## config.mk

```make
export PLATFORM = sky130hd
export DESIGN_NAME = motor_plant_emulator_flat
export DESIGN_NICKNAME = d
export VERILOG_FILES = /design/src/rtl/mpe_pkg.sv /design/src/rtl/mpe_if.sv /design/src/rtl/mpe_ctrl.sv /design/src/rtl/mpe_datapath.sv /design/src/rtl/motor_plant_emulator.sv /design/src/flat_wrapper.sv
export SDC_FILE = /design/constraint.sdc
export NUM_CORES = 2
export LEC_CHECK = 0
export ABC_CLOCK_PERIOD_IN_PS = 10050
export BUFFER_PORTS_ARGS = -buffer_cell sky130_fd_sc_hd__buf_2
export CAP_MARGIN = 40
export CELL_PAD_IN_SITES_DETAIL_PLACEMENT = 1
export CELL_PAD_IN_SITES_GLOBAL_PLACEMENT = 2
export CORE_AREA = 2 2 427 429
export CTS_CLUSTER_SIZE = 25
export DETAILED_ROUTE_END_ITERATION = 8
export DIE_AREA = 0 0 429 431
export PLACE_DENSITY = 0.93
export SYNTH_ARGS = -nofsm -noshare
export SYNTH_HDL_FRONTEND = slang
export SYNTH_SLANG_ARGS = --single-unit
export TNS_END_PERCENT = 10
```

## constraint.sdc

```tcl
create_clock -name clk -period 10.05 [get_ports clk]
set_clock_uncertainty 0.05 [all_clocks]
set_input_delay 1.005 -clock clk [delete_from_list [all_inputs] [get_ports clk]]
set_output_delay 1.005 -clock clk [all_outputs]
set_load 0.02 [all_outputs]
```

## src/rtl/mpe_pkg.sv

```systemverilog
// mpe_pkg: widths, op/mode/read codes, datapath command struct and
// saturation helpers for the motor plant emulator
// no dependencies
`default_nettype none

package mpe_pkg;

  localparam int VAL_W      = 32;
  localparam int FS_W       = 31;
  localparam int KP_W       = 24;
  localparam int ALPHA_W    = 17;
  localparam int MDV_W      = 31;
  localparam int OP_W       = 3;
  localparam int MODE_W     = 2;
  localparam int KIND_W     = 3;
  localparam int CFG_IDX_W  = 3;
  localparam int CFG_DATA_W = 31;
  localparam int OPND_W     = 33;
  localparam int PROD_W     = 2 * OPND_W;

  // item ops
  localparam logic [OP_W-1:0] OP_TICK  = 3'd0;
  localparam logic [OP_W-1:0] OP_WRITE = 3'd1;
  localparam logic [OP_W-1:0] OP_READ  = 3'd2;
  localparam logic [OP_W-1:0] OP_ZERO  = 3'd3;
  localparam logic [OP_W-1:0] OP_DUP   = 3'd4;

  // command modes
  localparam logic [MODE_W-1:0] MODE_DUTY = 2'd0;
  localparam logic [MODE_W-1:0] MODE_VEL  = 2'd1;
  localparam logic [MODE_W-1:0] MODE_POS  = 2'd2;
  localparam logic [MODE_W-1:0] MODE_NONE = 2'd3;

  // read kinds
  localparam logic [KIND_W-1:0] RD_POS     = 3'd0;
  localparam logic [KIND_W-1:0] RD_VEL     = 3'd1;
  localparam logic [KIND_W-1:0] RD_CUR     = 3'd2;
  localparam logic [KIND_W-1:0] RD_FWD_SW  = 3'd3;
  localparam logic [KIND_W-1:0] RD_REV_SW  = 3'd4;

  // configuration register indexes
  localparam logic [CFG_IDX_W-1:0] CFG_FREE_SPEED = 3'd0;
  localparam logic [CFG_IDX_W-1:0] CFG_PROP_GAIN  = 3'd1;
  localparam logic [CFG_IDX_W-1:0] CFG_LAG_ALPHA  = 3'd2;
  localparam logic [CFG_IDX_W-1:0] CFG_MAX_DVEL   = 3'd3;
  localparam logic [CFG_IDX_W-1:0] CFG_INVERT     = 3'd4;
  localparam logic [CFG_IDX_W-1:0] CFG_POS_RPT    = 3'd5;
  localparam logic [CFG_IDX_W-1:0] CFG_VEL_RPT    = 3'd6;

  // multiplier operand selection
  typedef enum logic [1:0] {
    SEL_TGT,
    SEL_DELTA,
    SEL_DT,
    SEL_CUR
  } opnd_sel_t;

  typedef struct packed {
    logic      item_ld;
    logic      wr_cmd;
    logic      zero_enc;
    logic      dup_item;
    logic      opnd_ld;
    opnd_sel_t sel;
    logic      mul_en;
    logic      tgt_en;
    logic      vel_en;
    logic      pos_en;
    logic      res_ld;
  } mpe_cmd_t;

  function automatic logic signed [VAL_W-1:0] sat_val(input logic signed [PROD_W-1:0] x);
    logic fits;
    fits = (&x[PROD_W-1:VAL_W-1]) || (~|x[PROD_W-1:VAL_W-1]);
    if (fits) return x[VAL_W-1:0];
    else if (x[PROD_W-1]) return {1'b1, {(VAL_W-1){1'b0}}};
    else return {1'b0, {(VAL_W-1){1'b1}}};
  endfunction

  // clamp to +-lim, lim non-negative and below 2^31
  function automatic logic signed [VAL_W-1:0] clamp_lim(input logic signed [PROD_W-1:0] x,
                                                        input logic [FS_W-1:0] lim);
    logic signed [PROD_W-1:0] lim_s;
    lim_s = $signed(PROD_W'(lim));
    if (x > lim_s) return $signed({1'b0, lim});
    else if (x < -lim_s) return -$signed({1'b0, lim});
    else return x[VAL_W-1:0];
  endfunction

  // negate, most negative value goes to most positive
  function automatic logic signed [VAL_W-1:0] neg_sat(input logic signed [VAL_W-1:0] x);
    if (x == {1'b1, {(VAL_W-1){1'b0}}}) return {1'b0, {(VAL_W-1){1'b1}}};
    else return -x;
  endfunction

endpackage

`default_nettype wire

```

## src/rtl/mpe_if.sv

```systemverilog
// mpe_in_if / mpe_out_if: valid-ready channels for items and results
// depends on mpe_pkg
`default_nettype none

interface mpe_in_if;
  import mpe_pkg::*;
  logic                     valid;
  logic                     ready;
  logic [OP_W-1:0]          op;
  logic [MODE_W-1:0]        cmd_mode;
  logic signed [VAL_W-1:0]  cmd_value;
  logic [KIND_W-1:0]        read_kind;

  modport source (output valid, output op, output cmd_mode, output cmd_value,
                  output read_kind, input ready);
  modport sink (input valid, input op, input cmd_mode, input cmd_value,
                input read_kind, output ready);
endinterface

interface mpe_out_if;
  import mpe_pkg::*;
  logic                     valid;
  logic                     ready;
  logic signed [VAL_W-1:0]  read_value;
  logic                     is_duplicate;

  modport source (output valid, output read_value, output is_duplicate, input ready);
  modport sink (input valid, input read_value, input is_duplicate, output ready);
endinterface

`default_nettype wire

```

## src/rtl/mpe_ctrl.sv

```systemverilog
// mpe_ctrl: sequencer for the motor plant emulator, issues datapath commands
// depends on mpe_pkg
`default_nettype none

module mpe_ctrl (
  input  wire logic                    clk,
  input  wire logic                    rst_n,
  input  wire logic                    in_valid,
  input  wire logic [mpe_pkg::OP_W-1:0] in_op,
  output logic                         in_ready,
  output logic                         out_valid,
  input  wire logic                    out_ready,
  output mpe_pkg::mpe_cmd_t            cmd
);
  import mpe_pkg::*;

  typedef enum logic [3:0] {
    S_IDLE,
    S_TGT_LD,
    S_TGT_MUL,
    S_TGT,
    S_DEL_LD,
    S_DEL_MUL,
    S_VEL,
    S_POS_LD,
    S_POS_MUL,
    S_POS,
    S_RD_LD,
    S_RD_MUL,
    S_RES
  } state_t;

  state_t state_r, state_nxt;
  logic   out_valid_r, out_valid_nxt;
  logic   accept;
  logic   out_free;

  assign in_ready  = (state_r == S_IDLE);
  assign accept    = in_valid && in_ready;
  assign out_valid = out_valid_r;
  assign out_free  = !out_valid_r || out_ready;

  always_comb begin
    state_nxt     = state_r;
    out_valid_nxt = out_valid_r && !out_ready;
    cmd           = '0;
    case (state_r)
      S_IDLE: begin
        if (accept) begin
          cmd.item_ld  = 1'b1;
          cmd.wr_cmd   = (in_op == OP_WRITE);
          cmd.zero_enc = (in_op == OP_ZERO);
          cmd.dup_item = (in_op == OP_DUP);
          if (in_op == OP_TICK) state_nxt = S_TGT_LD;
          else if (in_op == OP_READ) state_nxt = S_RD_LD;
          else if (in_op == OP_DUP) state_nxt = S_RES;
        end
      end
      S_TGT_LD: begin
        cmd.opnd_ld = 1'b1;
        cmd.sel     = SEL_TGT;
        state_nxt   = S_TGT_MUL;
      end
      S_TGT_MUL: begin
        cmd.mul_en = 1'b1;
        state_nxt  = S_TGT;
      end
      S_TGT: begin
        cmd.tgt_en = 1'b1;
        state_nxt  = S_DEL_LD;
      end
      S_DEL_LD: begin
        cmd.opnd_ld = 1'b1;
        cmd.sel     = SEL_DELTA;
        state_nxt   = S_DEL_MUL;
      end
      S_DEL_MUL: begin
        cmd.mul_en = 1'b1;
        state_nxt  = S_VEL;
      end
      S_VEL: begin
        cmd.vel_en = 1'b1;
        state_nxt  = S_POS_LD;
      end
      S_POS_LD: begin
        cmd.opnd_ld = 1'b1;
        cmd.sel     = SEL_DT;
        state_nxt   = S_POS_MUL;
      end
      S_POS_MUL: begin
        cmd.mul_en = 1'b1;
        state_nxt  = S_POS;
      end
      S_POS: begin
        cmd.pos_en = 1'b1;
        state_nxt  = S_IDLE;
      end
      S_RD_LD: begin
        cmd.opnd_ld = 1'b1;
        cmd.sel     = SEL_CUR;
        state_nxt   = S_RD_MUL;
      end
      S_RD_MUL: begin
        cmd.mul_en = 1'b1;
        state_nxt  = S_RES;
      end
      S_RES: begin
        // wait here until the output register is free
        if (out_free) begin
          cmd.res_ld    = 1'b1;
          out_valid_nxt = 1'b1;
          state_nxt     = S_IDLE;
        end
      end
      default: begin
        state_nxt = S_IDLE;
      end
    endcase
  end

  always_ff @(posedge clk) begin
    if (!rst_n) begin
      state_r     <= S_IDLE;
      out_valid_r <= 1'b0;
    end else begin
      state_r     <= state_nxt;
      out_valid_r <= out_valid_nxt;
    end
  end

endmodule

`default_nettype wire

```

## src/rtl/mpe_datapath.sv

```systemverilog
// mpe_datapath: configuration, motor state, shared multiplier with rounding
// and saturation, result register
// depends on mpe_pkg
`default_nettype none

module mpe_datapath #(
  parameter int FRAC_BITS = 16
) (
  input  wire logic                                clk,
  input  wire logic                                rst_n,
  input  wire mpe_pkg::mpe_cmd_t                   cmd,
  input  wire logic                                cfg_we,
  input  wire logic [mpe_pkg::CFG_IDX_W-1:0]       cfg_idx,
  input  wire logic [mpe_pkg::CFG_DATA_W-1:0]      cfg_wdata,
  input  wire logic [mpe_pkg::MODE_W-1:0]          in_cmd_mode,
  input  wire logic signed [mpe_pkg::VAL_W-1:0]    in_cmd_value,
  input  wire logic [mpe_pkg::KIND_W-1:0]          in_read_kind,
  output logic signed [mpe_pkg::VAL_W-1:0]         out_read_value,
  output logic                                     out_is_duplicate
);
  import mpe_pkg::*;

  localparam int ONE_Q   = 1 << FRAC_BITS;
  localparam int DT_Q    = (ONE_Q + 50) / 100;
  localparam int TENTH_Q = (ONE_Q + 5) / 10;
  localparam logic signed [PROD_W-1:0] HALF_Q  = PROD_W'(ONE_Q / 2);
  localparam logic signed [VAL_W-1:0]  NEG_ONE = VAL_W'(-ONE_Q);

  // configuration
  logic [FS_W-1:0]    fs_r;
  logic [KP_W-1:0]    kp_r;
  logic [ALPHA_W-1:0] alpha_r;
  logic [MDV_W-1:0]   mdv_r;
  logic               invert_r;
  logic               pos_rpt_r;
  logic               vel_rpt_r;

  // motor state
  logic signed [VAL_W-1:0]  pos_r, pos_nxt;
  logic signed [VAL_W-1:0]  vel_r, vel_nxt;
  logic [MODE_W-1:0]        smode_r;
  logic signed [VAL_W-1:0]  sval_r;

  // latched item
  logic [MODE_W-1:0]        mode_q_r;
  logic signed [VAL_W-1:0]  val_q_r;
  logic [KIND_W-1:0]        kind_q_r;
  // remembers whether the latched item was a duplicate check
  logic                     mode_is_dup_r;

  // arithmetic
  logic signed [OPND_W-1:0] opa_r, opa_nxt;
  logic signed [OPND_W-1:0] opb_r, opb_nxt;
  logic signed [PROD_W-1:0] prod_r;
  logic signed [PROD_W-1:0] rnd;
  logic signed [PROD_W-1:0] tgt_raw;
  logic signed [VAL_W-1:0]  tgt_r, tgt_nxt;
  logic signed [VAL_W-1:0]  delta;
  logic signed [VAL_W-1:0]  in_val_eff;

  // result
  logic signed [VAL_W-1:0]  res_val_r, res_val_nxt;
  logic                     res_dup_r, res_dup_nxt;

  assign rnd        = (prod_r + HALF_Q) >>> FRAC_BITS;
  assign in_val_eff = invert_r ? neg_sat(in_cmd_value) : in_cmd_value;

  always_comb begin
    opa_nxt = opa_r;
    opb_nxt = opb_r;
    case (cmd.sel)
      SEL_TGT: begin
        if (smode_r == MODE_POS) begin
          opa_nxt = $signed(OPND_W'(kp_r));
          opb_nxt = OPND_W'(sval_r) - OPND_W'(pos_r);
        end else begin
          opa_nxt = OPND_W'(sval_r);
          opb_nxt = $signed(OPND_W'(fs_r));
        end
      end
      SEL_DELTA: begin
        opa_nxt = $signed(OPND_W'(alpha_r));
        opb_nxt = OPND_W'(tgt_r) - OPND_W'(vel_r);
      end
      SEL_DT: begin
        opa_nxt = OPND_W'(vel_r);
        opb_nxt = OPND_W'(DT_Q);
      end
      SEL_CUR: begin
        opa_nxt = vel_r[VAL_W-1] ? -OPND_W'(vel_r) : OPND_W'(vel_r);
        opb_nxt = OPND_W'(TENTH_Q);
      end
      default: begin
        opa_nxt = opa_r;
      end
    endcase
  end

  always_comb begin
    case (smode_r)
      MODE_DUTY, MODE_POS: tgt_raw = rnd;
      MODE_VEL:            tgt_raw = PROD_W'(sval_r);
      default:             tgt_raw = '0;
    endcase
    tgt_nxt = clamp_lim(tgt_raw, fs_r);
    delta   = clamp_lim(rnd, mdv_r);
    vel_nxt = sat_val(PROD_W'(vel_r) + PROD_W'(delta));
    pos_nxt = sat_val(PROD_W'(pos_r) + rnd);
  end

  always_comb begin
    case (kind_q_r)
      RD_POS:    res_val_nxt = pos_rpt_r ? (invert_r ? neg_sat(pos_r) : pos_r) : '0;
      RD_VEL:    res_val_nxt = vel_rpt_r ? (invert_r ? neg_sat(vel_r) : vel_r) : '0;
      RD_CUR:    res_val_nxt = sat_val(rnd);
      RD_FWD_SW,
      RD_REV_SW: res_val_nxt = NEG_ONE;
      default:   res_val_nxt = '0;
    endcase
    res_dup_nxt = (mode_q_r != MODE_NONE) && (mode_q_r == smode_r) && (val_q_r == sval_r);
    // a duplicate check reports only the flag, a read only the value
    if (mode_is_dup_r) res_val_nxt = '0;
    else res_dup_nxt = 1'b0;
  end

  always_ff @(posedge clk) begin
    if (!rst_n) begin
      fs_r      <= '0;
      kp_r      <= '0;
      alpha_r   <= '0;
      mdv_r     <= MDV_W'(ONE_Q);
      invert_r  <= 1'b0;
      pos_rpt_r <= 1'b1;
      vel_rpt_r <= 1'b1;
    end else if (cfg_we) begin
      case (cfg_idx)
        CFG_FREE_SPEED: fs_r      <= cfg_wdata[FS_W-1:0];
        CFG_PROP_GAIN:  kp_r      <= cfg_wdata[KP_W-1:0];
        CFG_LAG_ALPHA:  alpha_r   <= cfg_wdata[ALPHA_W-1:0];
        CFG_MAX_DVEL:   mdv_r     <= cfg_wdata[MDV_W-1:0];
        CFG_INVERT:     invert_r  <= cfg_wdata[0];
        CFG_POS_RPT:    pos_rpt_r <= cfg_wdata[0];
        CFG_VEL_RPT:    vel_rpt_r <= cfg_wdata[0];
        default:        ;
      endcase
    end
  end

  always_ff @(posedge clk) begin
    if (!rst_n) begin
      pos_r   <= '0;
      vel_r   <= '0;
      smode_r <= MODE_DUTY;
      sval_r  <= '0;
    end else begin
      if (cmd.wr_cmd && (in_cmd_mode != MODE_NONE)) begin
        smode_r <= in_cmd_mode;
        sval_r  <= in_val_eff;
      end
      if (cmd.zero_enc) pos_r <= in_val_eff;
      else if (cmd.pos_en) pos_r <= pos_nxt;
      if (cmd.vel_en) vel_r <= vel_nxt;
    end
  end

  always_ff @(posedge clk) begin
    if (cmd.item_ld) begin
      mode_q_r      <= in_cmd_mode;
      val_q_r       <= in_cmd_value;
      kind_q_r      <= in_read_kind;
      mode_is_dup_r <= cmd.dup_item;
    end
    if (cmd.opnd_ld) begin
      opa_r <= opa_nxt;
      opb_r <= opb_nxt;
    end
    if (cmd.mul_en) prod_r <= opa_r * opb_r;
    if (cmd.tgt_en) tgt_r <= tgt_nxt;
    if (cmd.res_ld) begin
      res_val_r <= res_val_nxt;
      res_dup_r <= res_dup_nxt;
    end
  end

  assign out_read_value   = res_val_r;
  assign out_is_duplicate = res_dup_r;

endmodule

`default_nettype wire

```

## src/rtl/motor_plant_emulator.sv

```systemverilog
// Motor controller and motor emulator in signed fixed point, FRAC_BITS fraction bits.
// Items are taken one at a time. Between a tick's acceptance and the next ready, one
// 33x33 multiplier with registered operands and product is used three times in
// sequence (target, velocity step, position step). A read multiplies first, a
// duplicate check goes straight to its result; a read or duplicate result sits in an
// output register, so the next item is taken while it waits, but a second result
// waits until the first one has been taken. Reset needs no clearing pass.
// depends on mpe_pkg, mpe_if, mpe_ctrl, mpe_datapath
`default_nettype none

module motor_plant_emulator #(
  parameter int FRAC_BITS = 16
) (
  input  wire logic                            clk,
  input  wire logic                            rst_n,
  mpe_in_if.sink                               in_if,
  mpe_out_if.source                            out_if,
  input  wire logic                            cfg_we,
  input  wire logic [mpe_pkg::CFG_IDX_W-1:0]   cfg_idx,
  input  wire logic [mpe_pkg::CFG_DATA_W-1:0]  cfg_wdata
);
  import mpe_pkg::*;

  mpe_cmd_t cmd;

  mpe_ctrl u_ctrl (
    .clk       (clk),
    .rst_n     (rst_n),
    .in_valid  (in_if.valid),
    .in_op     (in_if.op),
    .in_ready  (in_if.ready),
    .out_valid (out_if.valid),
    .out_ready (out_if.ready),
    .cmd       (cmd)
  );

  mpe_datapath #(
    .FRAC_BITS (FRAC_BITS)
  ) u_datapath (
    .clk              (clk),
    .rst_n            (rst_n),
    .cmd              (cmd),
    .cfg_we           (cfg_we),
    .cfg_idx          (cfg_idx),
    .cfg_wdata        (cfg_wdata),
    .in_cmd_mode      (in_if.cmd_mode),
    .in_cmd_value     (in_if.cmd_value),
    .in_read_kind     (in_if.read_kind),
    .out_read_value   (out_if.read_value),
    .out_is_duplicate (out_if.is_duplicate)
  );

endmodule

`default_nettype wire

```

## src/flat_wrapper.sv

```systemverilog
// flat-port wrapper written by rule: the top's interface ports become plain ports
module motor_plant_emulator_flat import mpe_pkg::*;
#(
  parameter int FRAC_BITS = 16
)
  (clk, rst_n, cfg_we, cfg_idx, cfg_wdata, in_if_valid, in_if_op, in_if_cmd_mode, in_if_cmd_value, in_if_read_kind, in_if_ready, out_if_valid, out_if_read_value, out_if_is_duplicate, out_if_ready);
  mpe_in_if in_if_i ();
  mpe_out_if out_if_i ();
  input  wire logic clk;
  input  wire logic rst_n;
  input  wire logic cfg_we;
  input  wire logic [mpe_pkg::CFG_IDX_W-1:0] cfg_idx;
  input  wire logic [mpe_pkg::CFG_DATA_W-1:0] cfg_wdata;
  input wire logic [$bits(in_if_i.valid)-1:0] in_if_valid;
  input wire logic [$bits(in_if_i.op)-1:0] in_if_op;
  input wire logic [$bits(in_if_i.cmd_mode)-1:0] in_if_cmd_mode;
  input wire logic [$bits(in_if_i.cmd_value)-1:0] in_if_cmd_value;
  input wire logic [$bits(in_if_i.read_kind)-1:0] in_if_read_kind;
  output wire logic [$bits(in_if_i.ready)-1:0] in_if_ready;
  output wire logic [$bits(out_if_i.valid)-1:0] out_if_valid;
  output wire logic [$bits(out_if_i.read_value)-1:0] out_if_read_value;
  output wire logic [$bits(out_if_i.is_duplicate)-1:0] out_if_is_duplicate;
  input wire logic [$bits(out_if_i.ready)-1:0] out_if_ready;
  assign in_if_i.valid = in_if_valid;
  assign in_if_i.op = in_if_op;
  assign in_if_i.cmd_mode = in_if_cmd_mode;
  assign in_if_i.cmd_value = in_if_cmd_value;
  assign in_if_i.read_kind = in_if_read_kind;
  assign in_if_ready = in_if_i.ready;
  assign out_if_valid = out_if_i.valid;
  assign out_if_read_value = out_if_i.read_value;
  assign out_if_is_duplicate = out_if_i.is_duplicate;
  assign out_if_i.ready = out_if_ready;
  motor_plant_emulator #(.FRAC_BITS(FRAC_BITS)) u_core (.clk(clk), .rst_n(rst_n), .in_if(in_if_i), .out_if(out_if_i), .cfg_we(cfg_we), .cfg_idx(cfg_idx), .cfg_wdata(cfg_wdata));
endmodule
```

==> flow_metrics.env <==
export IMPL_netlist_instances=8778
export IMPL_ys_seq_area_share_pct=14.3
export IMPL_drt_iter0_drc=6295
export IMPL_start_util_pct=41.8
export IMPL_cts_max_path_buffers=3
export IMPL_path_class="reg2reg"
export IMPL_path_clk_slew_ps=60
export IMPL_finalSetupViolCount=0
export IMPL_outcome="complete, no violations"
export IMPL_hpwlAfterDp_um=251000
export IMPL_drive_above_1_share_pct=6.53
export IMPL_whs_endpoint="u_core.u_datapath.alpha_r[11]$_SDFFE_PN0P_"
export IMPL_dieArea_um2=185000
export IMPL_postCtsSetupRepairBufs=0
export IMPL_cp_arrival_ps=10110
export IMPL_cap_violations=0
export IMPL_max_stage_delay_ps=880
export IMPL_finalMaxSlewViolations=0
export IMPL_met3_length_um=25000
export IMPL_stdcell_area_um2=81300
export IMPL_root_buffer="clkbuf_16"
export IMPL_postCtsHoldBufs=0
export IMPL_wl_per_cell_um=27.1
export IMPL_cts_tree="done"
export IMPL_ff2ff_setup_slack_ps=350
export IMPL_grt_max_degree=66
export IMPL_drt_pass1_iterations=8
export IMPL_row_count=156
export IMPL_hold_ws_ps=408
export IMPL_hp_start="u_core.u_datapath.alpha_r[11]$_SDFFE_PN0P_"
export IMPL_synthArstFlopShare_pct=0
export IMPL_crit_top_cell="fa_1"
export IMPL_cts_sinks=429
export IMPL_ios=114
export IMPL_clock_fmax_ghz=0.103
export IMPL_cp_slowest_cell="edfxtp_1"
export IMPL_routed_top_layer="met5"
export IMPL_crit_path_end_kind="flop"
export IMPL_nets=10500
export IMPL_drc=0
export IMPL_holdPathStages=2
export IMPL_place_area_um2=79300
export IMPL_cp_max_fo=19
export IMPL_routed_wl_um=302000
export IMPL_antenna_found_initial=31
export IMPL_grtUsageTotal_pct=32.7
export IMPL_grt_setup_unrepaired="false"
export IMPL_hold_path_class="reg2reg"
export IMPL_ys_ff_latch=429
export IMPL_pre_cts_slack_ps=570
export IMPL_portBuffers=113
export IMPL_route_met2_wl_um=139000
export IMPL_vias=66100
export IMPL_fillers=21200
export IMPL_ant_nets=0
export IMPL_fin_setup_tns_ps=0
export IMPL_worstPathRequired_ps=10460
export IMPL_period_needed_ps=9700
export IMPL_grt_pass1_wl_um=458000
export IMPL_setup_ws_ps=352
export IMPL_grt_pass1_vias=71400
export IMPL_clkLatencyLatePin_ps=710
export IMPL_startpoint_type="flop"
export IMPL_finalHoldViolCount=0
export IMPL_yosysWarningCount=0
export IMPL_area_delta_synth_final_pct=8.03
export IMPL_relSlewSlack_pct=31.5
export IMPL_die_y_um=431
export IMPL_r2r_end="u_core.u_datapath.prod_r[59]$_DFFE_PP_"
export IMPL_dominantRegCellSynth="edfxtp_1"
export IMPL_synth_area_um2=75300
export IMPL_htreeDepth=2
export IMPL_die_w_um=429
export IMPL_place_congestion=1.02
export IMPL_grt_overflow=0
export IMPL_ys_types=109
export IMPL_synth_edf_count=220
export IMPL_post_cts_resized=0
export IMPL_wl_met1_um=119000
export IMPL_core_um2=180000
export IMPL_tightest_slew_ps=1030
export IMPL_cts_buffers=55
export IMPL_finalCritPeriodShare_pct=96.5
export IMPL_reg2regPathDepth=29
export IMPL_syn_nets=10600
export IMPL_postSynthAreaPerCell_um2=8.57
export IMPL_vias_per_cell=5.92
export IMPL_r2r_start="u_core.u_datapath.opa_r[12]$_DFFE_PP_"
cell usage after synthesis (all sizes together) (23+ instances only):
library cell / instances / area (µm²)
o21a: 41 / 308
nor3: 129 / 682
nand2: 1093 / 4110
clkbuf: 383 / 1440
nor2: 401 / 1510
nand4: 98 / 632
and3: 36 / 235
a22oi: 34 / 255
and2: 565 / 3540
or3: 34 / 218
nor4: 51 / 402
nand3: 140 / 706
buf: 66 / 395
o31ai: 38 / 285
xnor2: 245 / 2150
a221oi: 45 / 432
a21o: 158 / 1190
a21oi: 546 / 2770
nand2b: 74 / 478
o21ai: 379 / 1900
fa: 1148 / 23000
nor2b: 40 / 250
ha: 559 / 6990
xor2: 115 / 1010
o221ai: 23 / 208
o21bai: 23 / 173
dfxtp: 209 / 4180
o211ai: 36 / 285
a31oi: 52 / 325
maj3: 30 / 300
inv: 1416 / 5320
edfxtp: 220 / 6610
a211oi: 69 / 523
cells in the final DEF, fill, tap and decap left out, drive strengths merged, types with 220 or more instances in the layout:
master and n:
o21ai 379, buf 364, inv 1422, edfxtp 220, xnor2 245, fa 1148
nand2 1093, nor2 401, and2 565, a21oi 546, ha 559
per-layer routing:
layer	track usage, %	vias to the layer above
li1	-	28500
met1	41.6	34200
met2	52.4	2664
met3	6.63	790
met4	17.8	18
met5	0	-
metrics by stage:
step,utilization (%),cells
after global placement,43.7,11000
after detailed placement,44.0,11100
final,45.1,11200
after floorplan,-,8778
after CTS,45.1,11200
after global routing,45.1,11200
kinds of logic after synthesis:
group | count (synthesis) | synth area share (%)
fa+ha+maj | 1737 | 40.2
mux | 35 | 0.489
flops | 429 | 14.3
buf+inv | 1868 | 9.52
xor+xnor | 360 | 4.19
simple gates | 2742 | 17.8
compound gates | 1607 | 13.4
worst max path at each step:
stage | from | end | cells past startpoint | slack [ps]
after floorplan | u_core.u_datapath.opb_r[20]$_DFFE_PP_ | u_core.u_datapath.prod_r[59]$_DFFE_PP_ | 29 | 1820
after global placement | u_core.u_datapath.opb_r[6]$_DFFE_PP_ | u_core.u_datapath.prod_r[59]$_DFFE_PP_ | 28 | 540
after detailed placement | u_core.u_datapath.prod_r[26]$_DFFE_PP_ | u_core.u_datapath.vel_r[30]$_SDFFE_PN0P_ | 34 | 570
after CTS | u_core.u_datapath.opa_r[12]$_DFFE_PP_ | u_core.u_datapath.prod_r[59]$_DFFE_PP_ | 29 | 420
after global routing | u_core.u_datapath.prod_r[26]$_DFFE_PP_ | u_core.u_datapath.vel_r[30]$_SDFFE_PN0P_ | 34 | 10
final | u_core.u_datapath.opa_r[12]$_DFFE_PP_ | u_core.u_datapath.prod_r[59]$_DFFE_PP_ | 29 | 350
critical path: cells and delay by family, from the launching register on:
| family | cells | cell delay [ps] |
|---|---|---|
| adder cells (fa/ha/maj) | 9 | 4600 |
| AO/OA/AOI/OAI | 9 | 2330 |
| buffers and inverters | 7 | 1050 |
| flip-flops | 1 | 880 |
| AND/OR/NAND/NOR | 4 | 520 |
sequential cells by signal (all words and copies together) (netlist names), 2 cells and up:
signal	cells
u_core.u_datapath.opa_r	33
u_core.u_datapath.out_read_value	32
u_core.u_datapath.sval_r	32
u_core.u_datapath.tgt_r	32
u_core.u_datapath.opb_r	33
u_core.u_datapath.fs_r	31
u_core.u_datapath.kind_q_r	3
u_core.u_datapath.smode_r	2
u_core.u_ctrl.state_r	4
u_core.u_datapath.pos_r	32
u_core.u_datapath.kp_r	24
u_core.u_datapath.vel_r	32
u_core.u_datapath.mode_q_r	2
u_core.u_datapath.alpha_r	17
u_core.u_datapath.mdv_r	31
u_core.u_datapath.val_q_r	32
u_core.u_datapath.prod_r	51
final cells by class:
type / count / area, µm² / share of cell area [%]
Antenna cell: 8 / 20.0 / 0.0246
Tap cell: 2370 / 2970 / 3.65
Clock buffer: 72 / 1550 / 1.91
Sequential cell: 429 / 10800 / 13.3
Multi-Input combinational cell: 6481 / 57500 / 70.7
Timing Repair Buffer: 366 / 2800 / 3.44
Clock inverter: 30 / 368 / 0.452
Inverter: 1418 / 5330 / 6.55
Power is not shown: default switching activity piles up to over one toggle a cycle in this logic, so the estimate is an artifact.
